--- src/rtl/core/rbcg_pkg.sv ---
// shared constants, types and widths for the rotated beam corner generator
package rbcg_pkg;

  localparam int ANGLE_BITS = 16;
  localparam int COORD_BITS = 24;
  localparam int DIM_BITS   = 20;

  localparam int PHASE_W = 32;
  localparam int FRAC_W  = 16;
  localparam int U_W     = FRAC_W + 1;
  localparam int TRIG_W  = U_W + 1;

  localparam int SIN_STG = 6;
  localparam int GEO_STG = 3;
  localparam int NSTG    = SIN_STG + GEO_STG;

  localparam int NCOORD  = 8;
  localparam int PROD_W  = DIM_BITS + TRIG_W + 2;
  localparam int RND_SH  = 17;
  localparam int RND_W   = PROD_W - RND_SH;
  localparam int PLACE_W = ((COORD_BITS > RND_W) ? COORD_BITS : RND_W) + 1;

  localparam int OFS_OY  = COORD_BITS;
  localparam int OFS_ANG = 2 * COORD_BITS;
  localparam int OFS_LEN = OFS_ANG + ANGLE_BITS;
  localparam int OFS_WID = OFS_LEN + DIM_BITS;
  localparam int IN_W    = OFS_WID + DIM_BITS;
  localparam int IN_TDATA_W  = ((IN_W + 7) / 8) * 8;
  localparam int OUT_W       = NCOORD * COORD_BITS;
  localparam int OUT_TDATA_W = ((OUT_W + 7) / 8) * 8;

  // horner coefficients of the sine polynomial, q24
  localparam int T1_W = 17;
  localparam int T2_W = 21;
  localparam int T3_W = 24;
  localparam int T4_W = 25;
  localparam logic [T1_W-1:0] SIN_C0 = T1_W'(2692);
  localparam logic [T1_W-1:0] SIN_C1 = T1_W'(78547);
  localparam logic [T2_W-1:0] SIN_C2 = T2_W'(1337020);
  localparam logic [T3_W-1:0] SIN_C3 = T3_W'(10837479);
  localparam logic [T4_W-1:0] SIN_C4 = T4_W'(26353589);
  localparam logic [U_W-1:0]  ONE_Q16 = U_W'(65536);

  localparam logic signed [PROD_W-1:0]  RND_HALF = PROD_W'(1) << (RND_SH - 1);
  localparam logic signed [PLACE_W-1:0] COORD_MAX = PLACE_W'((1 << (COORD_BITS - 1)) - 1);
  localparam logic signed [PLACE_W-1:0] COORD_MIN = -COORD_MAX - PLACE_W'(1);

  typedef struct packed {
    logic signed [COORD_BITS-1:0] ox;
    logic signed [COORD_BITS-1:0] oy;
    logic [DIM_BITS-1:0]          len;
    logic [DIM_BITS-1:0]          wid;
  } beam_t;

endpackage

--- src/rtl/core/rbcg_sin.sv ---
// six stage pipelined fixed point sine of a quadrant and fraction
module rbcg_sin import rbcg_pkg::*; (
  input  logic                     clk_i,
  input  logic [SIN_STG-1:0]       en_i,
  input  logic [1:0]               quad_i,
  input  logic [FRAC_W-1:0]        frac_i,
  output logic signed [TRIG_W-1:0] sin_o
);

  logic [U_W-1:0]    u_d;
  logic [2*U_W-1:0]  usq;
  logic [U_W-1:0]    u2_d;
  logic [2*U_W-1:0]  p1;
  logic [2*U_W-1:0]  p2;
  logic [T2_W+U_W-1:0] p3;
  logic [T3_W+U_W-1:0] p4;
  logic [T4_W+U_W-1:0] p5;
  logic [T1_W-1:0]   t1_d;
  logic [T2_W-1:0]   t2_d;
  logic [T3_W-1:0]   t3_d;
  logic [T4_W-1:0]   t4_d;
  logic [T4_W:0]     f;
  logic [T4_W:0]     f_rnd;
  logic [TRIG_W-1:0] mag_full;
  logic [U_W-1:0]    mag;
  logic signed [TRIG_W-1:0] sin_d;

  logic [U_W-1:0]  u_q  [0:4];
  logic [U_W-1:0]  u2_q [0:3];
  logic            neg_q[0:4];
  logic [T1_W-1:0] t1_q;
  logic [T2_W-1:0] t2_q;
  logic [T3_W-1:0] t3_q;
  logic [T4_W-1:0] t4_q;
  logic signed [TRIG_W-1:0] sin_q;

  always_comb begin
    u_d  = quad_i[0] ? (ONE_Q16 - {1'b0, frac_i}) : {1'b0, frac_i};
    usq  = u_d * u_d;
    u2_d = usq[U_W+15:16];
    p1   = SIN_C0 * u2_q[0];
    t1_d = SIN_C1 - T1_W'(p1 >> 16);
    p2   = t1_q * u2_q[1];
    t2_d = SIN_C2 - T2_W'(p2 >> 16);
    p3   = t2_q * u2_q[2];
    t3_d = SIN_C3 - T3_W'(p3 >> 16);
    p4   = t3_q * u2_q[3];
    t4_d = SIN_C4 - T4_W'(p4 >> 16);
    p5   = t4_q * u_q[4];
    f    = (T4_W+1)'(p5 >> 16);
    f_rnd    = f + (T4_W+1)'(128);
    mag_full = TRIG_W'(f_rnd >> 8);
    mag      = (mag_full > {1'b0, ONE_Q16}) ? ONE_Q16 : mag_full[U_W-1:0];
    sin_d    = neg_q[4] ? -signed'({1'b0, mag}) : signed'({1'b0, mag});
  end

  always_ff @(posedge clk_i) begin
    if (en_i[0]) begin
      u_q[0]   <= u_d;
      u2_q[0]  <= u2_d;
      neg_q[0] <= quad_i[1];
    end
    if (en_i[1]) begin
      t1_q     <= t1_d;
      u_q[1]   <= u_q[0];
      u2_q[1]  <= u2_q[0];
      neg_q[1] <= neg_q[0];
    end
    if (en_i[2]) begin
      t2_q     <= t2_d;
      u_q[2]   <= u_q[1];
      u2_q[2]  <= u2_q[1];
      neg_q[2] <= neg_q[1];
    end
    if (en_i[3]) begin
      t3_q     <= t3_d;
      u_q[3]   <= u_q[2];
      u2_q[3]  <= u2_q[2];
      neg_q[3] <= neg_q[2];
    end
    if (en_i[4]) begin
      t4_q     <= t4_d;
      u_q[4]   <= u_q[3];
      neg_q[4] <= neg_q[3];
    end
    if (en_i[5]) begin
      sin_q <= sin_d;
    end
  end

  assign sin_o = sin_q;

endmodule

--- config.mk ---
export PLATFORM = sky130hd
export DESIGN_NAME = rbcg_sin
export DESIGN_NICKNAME = d
export VERILOG_FILES = /design/src/rtl/core/rbcg_pkg.sv /design/src/rtl/core/rbcg_sin.sv
export SDC_FILE = /design/constraint.sdc
export NUM_CORES = 2
export LEC_CHECK = 0
export BUFFER_PORTS_ARGS = -buffer_cell sky130_fd_sc_hd__buf_2
export CAP_MARGIN = 40
export CORE_ASPECT_RATIO = 1.2
export CORE_MARGIN = 2
export CORE_UTILIZATION = 60
export DETAILED_ROUTE_END_ITERATION = 12
export GPL_ROUTABILITY_DRIVEN = 0
export HOLD_SLACK_MARGIN = 0.15
export PLACE_DENSITY = 0.76
export SYNTH_ARGS = -nofsm -noshare
export SYNTH_HDL_FRONTEND = slang
export SYNTH_SLANG_ARGS = --single-unit
--- constraint.sdc ---
create_clock -name clk_i -period 11.2 [get_ports clk_i]
set_input_delay 0 -clock clk_i [delete_from_list [all_inputs] [get_ports clk_i]]
set_output_delay 0 -clock clk_i [all_outputs]
set_load 0.02 [all_outputs]
==> key figures <==
Status
  • Status: finished, final reports clean

GRT
  • GRT Total Usage: 29.8%
  • Grt total ovfl: 0
  • Vias in the first global route: 51,478
  • First-pass GRT wire length: 258,000 µm
  • Largest net degree at the start of global routing: 60
  • Initial antenna violation count: 2

Floorplan
  • DIE AREA: 110,000 µm²
  • Die W: 303 µm
  • # rows: 131
  • Initial Utilization: 60.5%
  • Core footprint: 107,000 µm²
  • IO Count: 43
  • Die Y: 363 µm

Setup path
  • Req. time, crit path: 11,530 ps
  • Setup crit end kind: flop
  • Reg2reg end: sin_o[10]
  • CP max FO: 16
  • CP startpoint kind: flop
  • Most used cell along the critical path: inv_1
  • Reg2Reg Launch Point: u_q[0][74]
  • Worst-case reg-to-reg path depth: 38
  • Crit path largest cell delay: 750 ps
  • Slowest-stage cell, CP: edfxtp_1
  • Crit path kind: reg2reg
  • R2R setup slack: 680 ps
  • Arrival @ worst endpoint: 10,850 ps

Timing
  • Final hold violation count: 0
  • Slew @ Worst Pin: 1010 ps
  • Setup violators final: 0
  • Tcrit/Tclk final: 93.9%
  • Slew headroom: 32.9%
  • Min Tclk post-route: 10,520 ps
  • Post-route setup slack: 684 ps
  • Layout Skew: 36.6 ps
  • FMAX: 95.1 MHz
  • Final Max Tran Viols: 0

Detailed routing
  • Vias: 47,046
  • # DRC: 0
  • DR WL/cell: 18.9 µm
  • Final ANT Viol Nets: 0
  • Via-to-Cell Ratio: 5.68
  • Initial DRC Count: 2,735
  • DRT Pass-1 Iters: 5
  • WL final: 156,000 µm

Clocking
  • CTS HTree Levels: 2
  • CTS clk-pin slew, worst paths: 60 ps
  • CTS buffer count: 35
  • Max Root-Sink Buffers: 3
  • Clk Latency, worst-skew pair: 610 ps
  • CTS tree: done
  • CTS root buf: clkbuf_16
  • CTS sink cnt: 258

Synthesis
  • Top cells by area, synth: fa_1, ha_1, edfxtp_1, inv_1, nand2_1
  • Synth Area per Inst: 9.39 µm²
  • Post-synth EDFFs: 258
  • Synth area leader: fa_1
  • Synth unique cells: 95
  • Async SR Flop Fraction: 0%
  • Synth top area share: 41.5%
  • Seq cells post-synth: 258
  • Syn Std Cell Area: 64,500 µm²
  • Yosys warnings: 0
  • Part of the Yosys area used for sequential elements: 12.0%
  • Synth Instances: 6,873
  • Most used DFF post-synth: edfxtp_1

Worst hold path
  • Hold WC Path Type: in2reg
  • Worst hold stages: 4
  • Hold endpoint: u_q[0][10]
  • Hold Startpoint: frac_i[8]

Placed design
  • Cell area after placement: 66,300 µm²
  • Post-Place Cells: 8,160
  • Pre-CTS setup slack: 488 ps
  • PortBufs: 42
  • DP Wirelength: 122,000 µm

Finish
  • Post-route cell area: 68,000 µm²
  • Finished Layout Cells: 8,276
  • Final #Nets: 8,858
  • Layout cells sized above 1: 4.07%
  • Area Growth Syn to Fin: 5.46%

Run
  • Maxcap violations: 0
cells by family after synthesis:
group                    share of synthesized area, %
AO/OA/AOI/OAI                                    5.03
other                                          0.0116
AND/OR/NAND/NOR                                  14.7
flip-flops                                       12.0
buffers and inverters                            11.1
multiplexers                                    0.405
XOR/XNOR                                         2.78
adder cells (fa/ha/maj)                          54.0
placed cells by master, fill, tap and decap left out, types with 22 or more instances in the layout:
cell type  instances
a21o_1            55
a21oi_1          127
a31oi_1           22
and2_1           473
and3_1            32
buf_2             42
buf_4            115
clkbuf_16         35
edfxtp_1         258
fa_1            1336
ha_1             644
inv_1           1644
nand2_1         1126
nand2b_1          24
nand3_1           45
nor2_1           152
nor3_1            52
o21ai_0           67
xnor2_1          122
xor2_1            83
per-layer routing:
metal	routed length (µm)	vias up	GRT usage [%]	part of all wire (%)
li1	-	20706	-	-
met2	79000	2023	52.6	51
met5	7	-	0	0.0045
met3	11600	630	4.82	7.4
met4	9850	2	15.9	6.3
met1	55700	23685	34.7	36
synthesized netlist by cell type (all sizes together) (6+ instances only):
master	instances
a31o	7
or4	12
o21bai	11
o21a	18
fa	1336
o21ai	77
clkbuf	243
buf	9
xnor2	122
nor2b	19
mux2i	13
or3	19
nor2	152
o211ai	20
nand3	45
o31ai	15
a21boi	6
o2111ai	10
a211oi	23
nor4	12
nand2b	24
and3	32
a211o	8
nor3b	6
a21o	55
inv	1646
a2111oi	10
nand2	1127
xor2	83
a21oi	131
a31oi	23
edfxtp	258
and4	8
nor3	53
ha	644
or2	8
nand4	12
and2	473
clkinv	8
mux2	11
final cells by class:
type | instances | area, µm²
diodes | 1 | 2.50
clock buffers | 38 | 887
clock inverters | 25 | 327
fillers | 8490 | 38500
inverters | 1654 | 6210
multi-input cells | 4718 | 49600
flip-flops and latches | 258 | 7750
well taps | 1396 | 1750
repair buffers | 186 | 1470
registers in the layout (all words and copies together) (netlist names):
signal and count:
t2_q 19, t1_q 14, sin_o 18, t3_q 24
u_q 85, t4_q 25, neg_q 5, u2_q 68
metrics by stage:
stage | TNS, ps | utilization [%] | hold WS [ps]
floorplan | 0 | - | 98.9
finish | 0 | 63.9 | 194
global route | -3.91 | 63.9 | 190
CTS | 0 | 63.6 | 165
global placement | 0 | 62.1 | 182
detailed placement | 0 | 62.3 | 185
worst max-delay path: cells and delay by family (launching register included):
family	cells	cell delay, ps
multiplexers	1	350
adder cells (fa/ha/maj)	9	3820
flip-flops	1	750
AO/OA/AOI/OAI	5	1060
buffers and inverters	9	870
AND/OR/NAND/NOR	14	3360
how the worst max path moves through the flow:
stage / end / cells after the start / start
6_report: sin_o[10] / 38 / u_q[0][74]
5_1_grt: sin_o[10] / 38 / u_q[0][74]
4_1_cts: sin_o[10] / 37 / t4_q[12]
3_5_place_dp: sin_o[10] / 37 / u_q[0][73]
3_3_place_gp: sin_o[10] / 37 / u_q[0][73]
2_1_floorplan: sin_o[10] / 39 / t4_q[9]
timing repair:
item,CTS,global route
setup endpoints to repair,0,8
endpoints found under the hold margin,258,0
setup buffers,0,35
hold buffers,16,0
resized for setup,0,1
Power is not shown: default switching activity piles up to over one toggle a cycle in this logic, so the estimate is an artifact.
