File: src/rtl/core/rbcg_pkg.sv
// shared constants, types and widths for the rotated beam corner generator
package rbcg_pkg;

  localparam int ANGLE_BITS = 16;
  localparam int COORD_BITS = 24;
  localparam int DIM_BITS   = 20;

  localparam int PHASE_W = 32;
  localparam int FRAC_W  = 16;
  localparam int U_W     = FRAC_W + 1;
  localparam int TRIG_W  = U_W + 1;

  localparam int SIN_STG = 6;
  localparam int GEO_STG = 3;
  localparam int NSTG    = SIN_STG + GEO_STG;

  localparam int NCOORD  = 8;
  localparam int PROD_W  = DIM_BITS + TRIG_W + 2;
  localparam int RND_SH  = 17;
  localparam int RND_W   = PROD_W - RND_SH;
  localparam int PLACE_W = ((COORD_BITS > RND_W) ? COORD_BITS : RND_W) + 1;

  localparam int OFS_OY  = COORD_BITS;
  localparam int OFS_ANG = 2 * COORD_BITS;
  localparam int OFS_LEN = OFS_ANG + ANGLE_BITS;
  localparam int OFS_WID = OFS_LEN + DIM_BITS;
  localparam int IN_W    = OFS_WID + DIM_BITS;
  localparam int IN_TDATA_W  = ((IN_W + 7) / 8) * 8;
  localparam int OUT_W       = NCOORD * COORD_BITS;
  localparam int OUT_TDATA_W = ((OUT_W + 7) / 8) * 8;

  // horner coefficients of the sine polynomial, q24
  localparam int T1_W = 17;
  localparam int T2_W = 21;
  localparam int T3_W = 24;
  localparam int T4_W = 25;
  localparam logic [T1_W-1:0] SIN_C0 = T1_W'(2692);
  localparam logic [T1_W-1:0] SIN_C1 = T1_W'(78547);
  localparam logic [T2_W-1:0] SIN_C2 = T2_W'(1337020);
  localparam logic [T3_W-1:0] SIN_C3 = T3_W'(10837479);
  localparam logic [T4_W-1:0] SIN_C4 = T4_W'(26353589);
  localparam logic [U_W-1:0]  ONE_Q16 = U_W'(65536);

  localparam logic signed [PROD_W-1:0]  RND_HALF = PROD_W'(1) << (RND_SH - 1);
  localparam logic signed [PLACE_W-1:0] COORD_MAX = PLACE_W'((1 << (COORD_BITS - 1)) - 1);
  localparam logic signed [PLACE_W-1:0] COORD_MIN = -COORD_MAX - PLACE_W'(1);

  typedef struct packed {
    logic signed [COORD_BITS-1:0] ox;
    logic signed [COORD_BITS-1:0] oy;
    logic [DIM_BITS-1:0]          len;
    logic [DIM_BITS-1:0]          wid;
  } beam_t;

endpackage

File: src/rtl/core/rbcg_geom.sv
// three stage corner offset, rounding and saturating placement pipeline
module rbcg_geom import rbcg_pkg::*; (
  input  logic                              clk_i,
  input  logic [GEO_STG-1:0]                en_i,
  input  logic signed [TRIG_W-1:0]          sin_i,
  input  logic signed [TRIG_W-1:0]          cos_i,
  input  beam_t                             beam_i,
  output logic [NCOORD-1:0][COORD_BITS-1:0] coord_o,
  output logic                              clip_o
);

  logic signed [DIM_BITS:0]  len_s;
  logic signed [DIM_BITS:0]  wid_s;
  logic signed [PROD_W-1:0]  la_prod;
  logic signed [PROD_W-1:0]  lb_prod;
  logic signed [PROD_W-1:0]  wc_d;
  logic signed [PROD_W-1:0]  ws_d;
  logic signed [PROD_W-1:0]  off   [NCOORD];
  logic signed [PROD_W-1:0]  biased[NCOORD];
  logic signed [RND_W-1:0]   rnd_d [NCOORD];
  logic signed [PLACE_W-1:0] sum   [NCOORD];
  logic signed [COORD_BITS-1:0] org;
  logic [NCOORD-1:0][COORD_BITS-1:0] coord_d;
  logic [NCOORD-1:0]         sat;

  logic signed [PROD_W-1:0]     a_q, b_q, wc_q, ws_q;
  logic signed [COORD_BITS-1:0] ox_q [0:1];
  logic signed [COORD_BITS-1:0] oy_q [0:1];
  logic signed [RND_W-1:0]      rnd_q[NCOORD];
  logic [NCOORD-1:0][COORD_BITS-1:0] coord_q;
  logic                         clip_q;

  always_comb begin
    len_s   = signed'({1'b0, beam_i.len});
    wid_s   = signed'({1'b0, beam_i.wid});
    la_prod = len_s * cos_i;
    lb_prod = len_s * sin_i;
    wc_d    = wid_s * cos_i;
    ws_d    = wid_s * sin_i;

    off[0] = ws_q;
    off[1] = -wc_q;
    off[2] = a_q + ws_q;
    off[3] = b_q - wc_q;
    off[4] = a_q - ws_q;
    off[5] = b_q + wc_q;
    off[6] = -ws_q;
    off[7] = wc_q;
    for (int i = 0; i < NCOORD; i++) begin
      biased[i] = off[i] + RND_HALF;
      rnd_d[i]  = RND_W'(biased[i] >>> RND_SH);
    end

    org = '0;
    for (int i = 0; i < NCOORD; i++) begin
      org    = (i % 2 == 0) ? ox_q[1] : oy_q[1];
      sum[i] = PLACE_W'(org) + PLACE_W'(rnd_q[i]);
      if (sum[i] > COORD_MAX) begin
        coord_d[i] = COORD_BITS'(COORD_MAX);
        sat[i]     = 1'b1;
      end else if (sum[i] < COORD_MIN) begin
        coord_d[i] = COORD_BITS'(COORD_MIN);
        sat[i]     = 1'b1;
      end else begin
        coord_d[i] = COORD_BITS'(sum[i]);
        sat[i]     = 1'b0;
      end
    end
  end

  always_ff @(posedge clk_i) begin
    if (en_i[0]) begin
      a_q     <= la_prod <<< 1;
      b_q     <= lb_prod <<< 1;
      wc_q    <= wc_d;
      ws_q    <= ws_d;
      ox_q[0] <= beam_i.ox;
      oy_q[0] <= beam_i.oy;
    end
    if (en_i[1]) begin
      rnd_q   <= rnd_d;
      ox_q[1] <= ox_q[0];
      oy_q[1] <= oy_q[0];
    end
    if (en_i[2]) begin
      coord_q <= coord_d;
      clip_q  <= |sat;
    end
  end

  assign coord_o = coord_q;
  assign clip_o  = clip_q;

endmodule

File: config.mk
export PLATFORM = sky130hd
export DESIGN_NAME = rbcg_geom
export DESIGN_NICKNAME = d
export VERILOG_FILES = /design/src/rtl/core/rbcg_pkg.sv /design/src/rtl/core/rbcg_geom.sv
export SDC_FILE = /design/constraint.sdc
export NUM_CORES = 2
export LEC_CHECK = 0
export BUFFER_PORTS_ARGS = -buffer_cell sky130_fd_sc_hd__buf_2
export CORE_ASPECT_RATIO = 0.8
export CORE_MARGIN = 10
export CORE_UTILIZATION = 50
export DETAILED_ROUTE_END_ITERATION = 7
export PLACE_DENSITY = 0.67
export SYNTH_ARGS = -nofsm -noshare
export SYNTH_HDL_FRONTEND = slang
export SYNTH_SLANG_ARGS = --single-unit
export TNS_END_PERCENT = 30
File: constraint.sdc
create_clock -name clk_i -period 11.25 [get_ports clk_i]
set_clock_uncertainty 0.1 [all_clocks]
set_input_delay 2.25 -clock clk_i [delete_from_list [all_inputs] [get_ports clk_i]]
set_output_delay 2.25 -clock clk_i [all_outputs]
set_load 0.01 [all_outputs]
==> results by group <==
Outcome
  • Outcome: finished, final reports clean

Critical path
  • Worst-path fanout max: 40
  • Worst Setup Start Kind: input port
  • Worst Setup End Kind: register
  • R2r setup slk: 5.79 ns
  • Worst path required time: 11.56 ns
  • Crit Path Class: input port to register
  • Critical Path AT: 9.57 ns

Die
  • Die H: 391 microns
  • Horiz. Die Dim: 484 microns
  • Total die area: 189000 sq um
  • Initial Util: 50.2%
  • FP Rows: 136
  • Core area: 171000 sq um
  • IO Count: 321

CTS
  • Clk sinks: 629
  • CTS H-tree depth: 3
  • Worst skew pair latency: 0.69 ns
  • Post-CTS Setup Inserts: 0
  • Post-CTS Resized: 0
  • Hold buffers post-CTS: 0
  • Worst-case clock buffer depth: 3
  • TritonCTS Buffers: 77
  • Clk slew on worst S/H paths: 0.06 ns
  • Root Buffer: clkbuf_16
  • CTS tree: done

Route
  • Final ANT Viol Nets: 0
  • DR vias/cell: 5.59
  • WL final: 247000 microns
  • DR pass1 iterations: 6
  • Avg WL per Cell: 21.7 microns
  • Total number of vias: 63700
  • Remaining DRCs: 0
  • Initial DRC Count: 5753

GRT
  • Largest net degree at the start of global routing: 116
  • First-pass GRT wire length: 386000 microns
  • Initial antenna violation count: 26
  • Total gr overflow: 0
  • GRT Total Usage: 26.0%
  • Vias in the first global route: 66000

STA
  • Slew Limit Headroom: 22.1%
  • Worst Tran Pin Value: 1.16 ns
  • RSZ-0062 raised after global routing: false
  • Slew Viols, Final: 0
  • Setup_tns: 0 ns
  • Final setup viols: 0
  • Tmin final: 9.26 ns
  • Maximum operating frequency: 108 MHz
  • Final Hold Vio Count: 0
  • Crit share post-route: 82.3%

Synth
  • Synth Instances: 8902
  • Share of flip-flops with an asynchronous set or reset: 0%
  • Net count after synthesis: 11200
  • Syn Area/Cell: 9.66 sq um
  • Post-synth EDFFs: 629
  • Top FF cell, synth: edfxtp_1
  • Synth Warn #: 0
  • Post-synthesis sequential area ratio: 22.0%
  • Post-synthesis cell area: 86000 sq um
  • Unique masters post-synth: 84
  • Yosys reg bits: 629

Placement
  • Placer Congestion: 0.940
  • DP HPWL: 199000 microns
  • Number of I/O port buffers: 320

Flow run
  • Max_cap viols: 0

Layout
  • Leading cell type in the layout, fill and taps excluded: inv_1
  • Share of cells above drive strength 1: 6.32%
  • Final #Nets: 11400
  • Area Growth Syn to Fin: 7.52%
  • Most frequent cells in the layout: inv_1 (1730), fa_1 (1160), ha_1 (1044), nand2_1 (997), edfxtp_1 (629)

Min path
  • Worst hold path type: register to register
-- critical path, cell delays in order --
cell and delay, ns:
buf_2 0.70, nand2_1 0.16, fa_1 0.55, inv_1 0.07, fa_1 0.51, fa_1 0.52, inv_1 0.06, fa_1 0.53
inv_1 0.05, fa_1 0.48, inv_1 0.05, fa_1 0.47, inv_1 0.04, ha_1 0.34, a21o_1 0.21, a21o_1 0.17
a211o_1 0.28, a21oi_1 0.31, o21ai_0 0.32, o41ai_2 0.40, o21ai_0 0.26, or2_2 0.38, a221oi_1 0.31, xnor2_1 0.11
-- cell families after synthesis --
kind of cell    after synthesis  share of synthesized area, %
mux                           2                        0.0233
simple gates               2318                          13.0
compound gates             1180                          8.59
fa+ha+maj                  2236                          42.6
xor+xnor                    466                          4.76
flops                       629                          22.0
buf+inv                    2071                          9.06
-- state kept, by name, indices dropped and copies added, names as in the netlist --
name     count
ox_q        48
wc_q        39
clip_o       1
a_q         39
coord_o    192
oy_q        48
b_q         39
ws_q        39
rnd_q      184
-- layer usage --
metal | track usage (%) | up-vias | wire length [microns]
li1 | - | 28700 | -
met1 | 38.0 | 31900 | 111000
met2 | 39.2 | 2679 | 105000
met3 | 5.86 | 404 | 25000
met4 | 6.50 | 6 | 6270
met5 | 0 | - | 29
-- final timing paths --
check / to / cells past startpoint / startpoint
setup / recovery: ws_q[38] / 24 / sin_i[5]
hold / removal: ox_q[0][31] / 0 / ox_q[0][7]
setup reg to reg: clip_o / 13 / oy_q[0][24]
hold reg to reg: ox_q[0][31] / 0 / ox_q[0][7]
-- final cells by class --
cell class | instances | area, sq um
flip-flops and latches | 629 | 18900
inverters | 1731 | 6500
repair buffers | 410 | 2320
diodes | 6 | 15.0
fillers | 15200 | 78900
well taps | 2277 | 2850
clock inverters | 58 | 629
multi-input cells | 6202 | 59300
clock buffers | 83 | 1950
-- synth_stat cells, types with 12 or more instances --
| cell type | number | area share, % |
|---|---|---|
| a211oi_1 | 30 | 0.26 |
| a21boi_0 | 12 | 0.10 |
| a21o_1 | 171 | 1.5 |
| a21oi_1 | 401 | 2.3 |
| a31oi_1 | 24 | 0.17 |
| and2_1 | 546 | 4.0 |
| and3_1 | 34 | 0.25 |
| buf_1 | 22 | 0.096 |
| clkbuf_1 | 312 | 1.4 |
| edfxtp_1 | 629 | 22 |
| fa_1 | 1160 | 27 |
| ha_1 | 1044 | 15 |
| inv_1 | 1730 | 7.5 |
| maj3_1 | 25 | 0.29 |
| nand2_1 | 997 | 4.4 |
| nand2b_1 | 87 | 0.63 |
| nand3_1 | 81 | 0.47 |
| nand4_1 | 54 | 0.39 |
| nor2_1 | 260 | 1.1 |
| nor2b_1 | 95 | 0.69 |
| nor3_1 | 77 | 0.45 |
| nor4_1 | 22 | 0.16 |
| o211ai_1 | 19 | 0.17 |
| o21a_1 | 63 | 0.55 |
| o21ai_0 | 258 | 1.5 |
| o21bai_1 | 51 | 0.45 |
| o31ai_1 | 19 | 0.17 |
| or3_1 | 19 | 0.14 |
| xnor2_1 | 334 | 3.4 |
| xor2_1 | 130 | 1.3 |
-- through the flow --
stage | setup WS (ns) | area, sq um | hold slack, ns | cells | utilization (%)
global placement | 1.48 | 89900 | 0.301 | 11200 | 52.5
finish | 1.99 | 92500 | 0.315 | 11400 | 54.0
detailed placement | 1.38 | 89900 | 0.305 | 11200 | 52.5
global route | 1.75 | 92500 | 0.323 | 11400 | 54.0
CTS | 2.09 | 92500 | 0.317 | 11400 | 54.0
floorplan | 2.38 | 86000 | 0.300 | 8902 | -
Power is not shown: default switching activity piles up to over one toggle a cycle in this logic, so the estimate is an artifact.
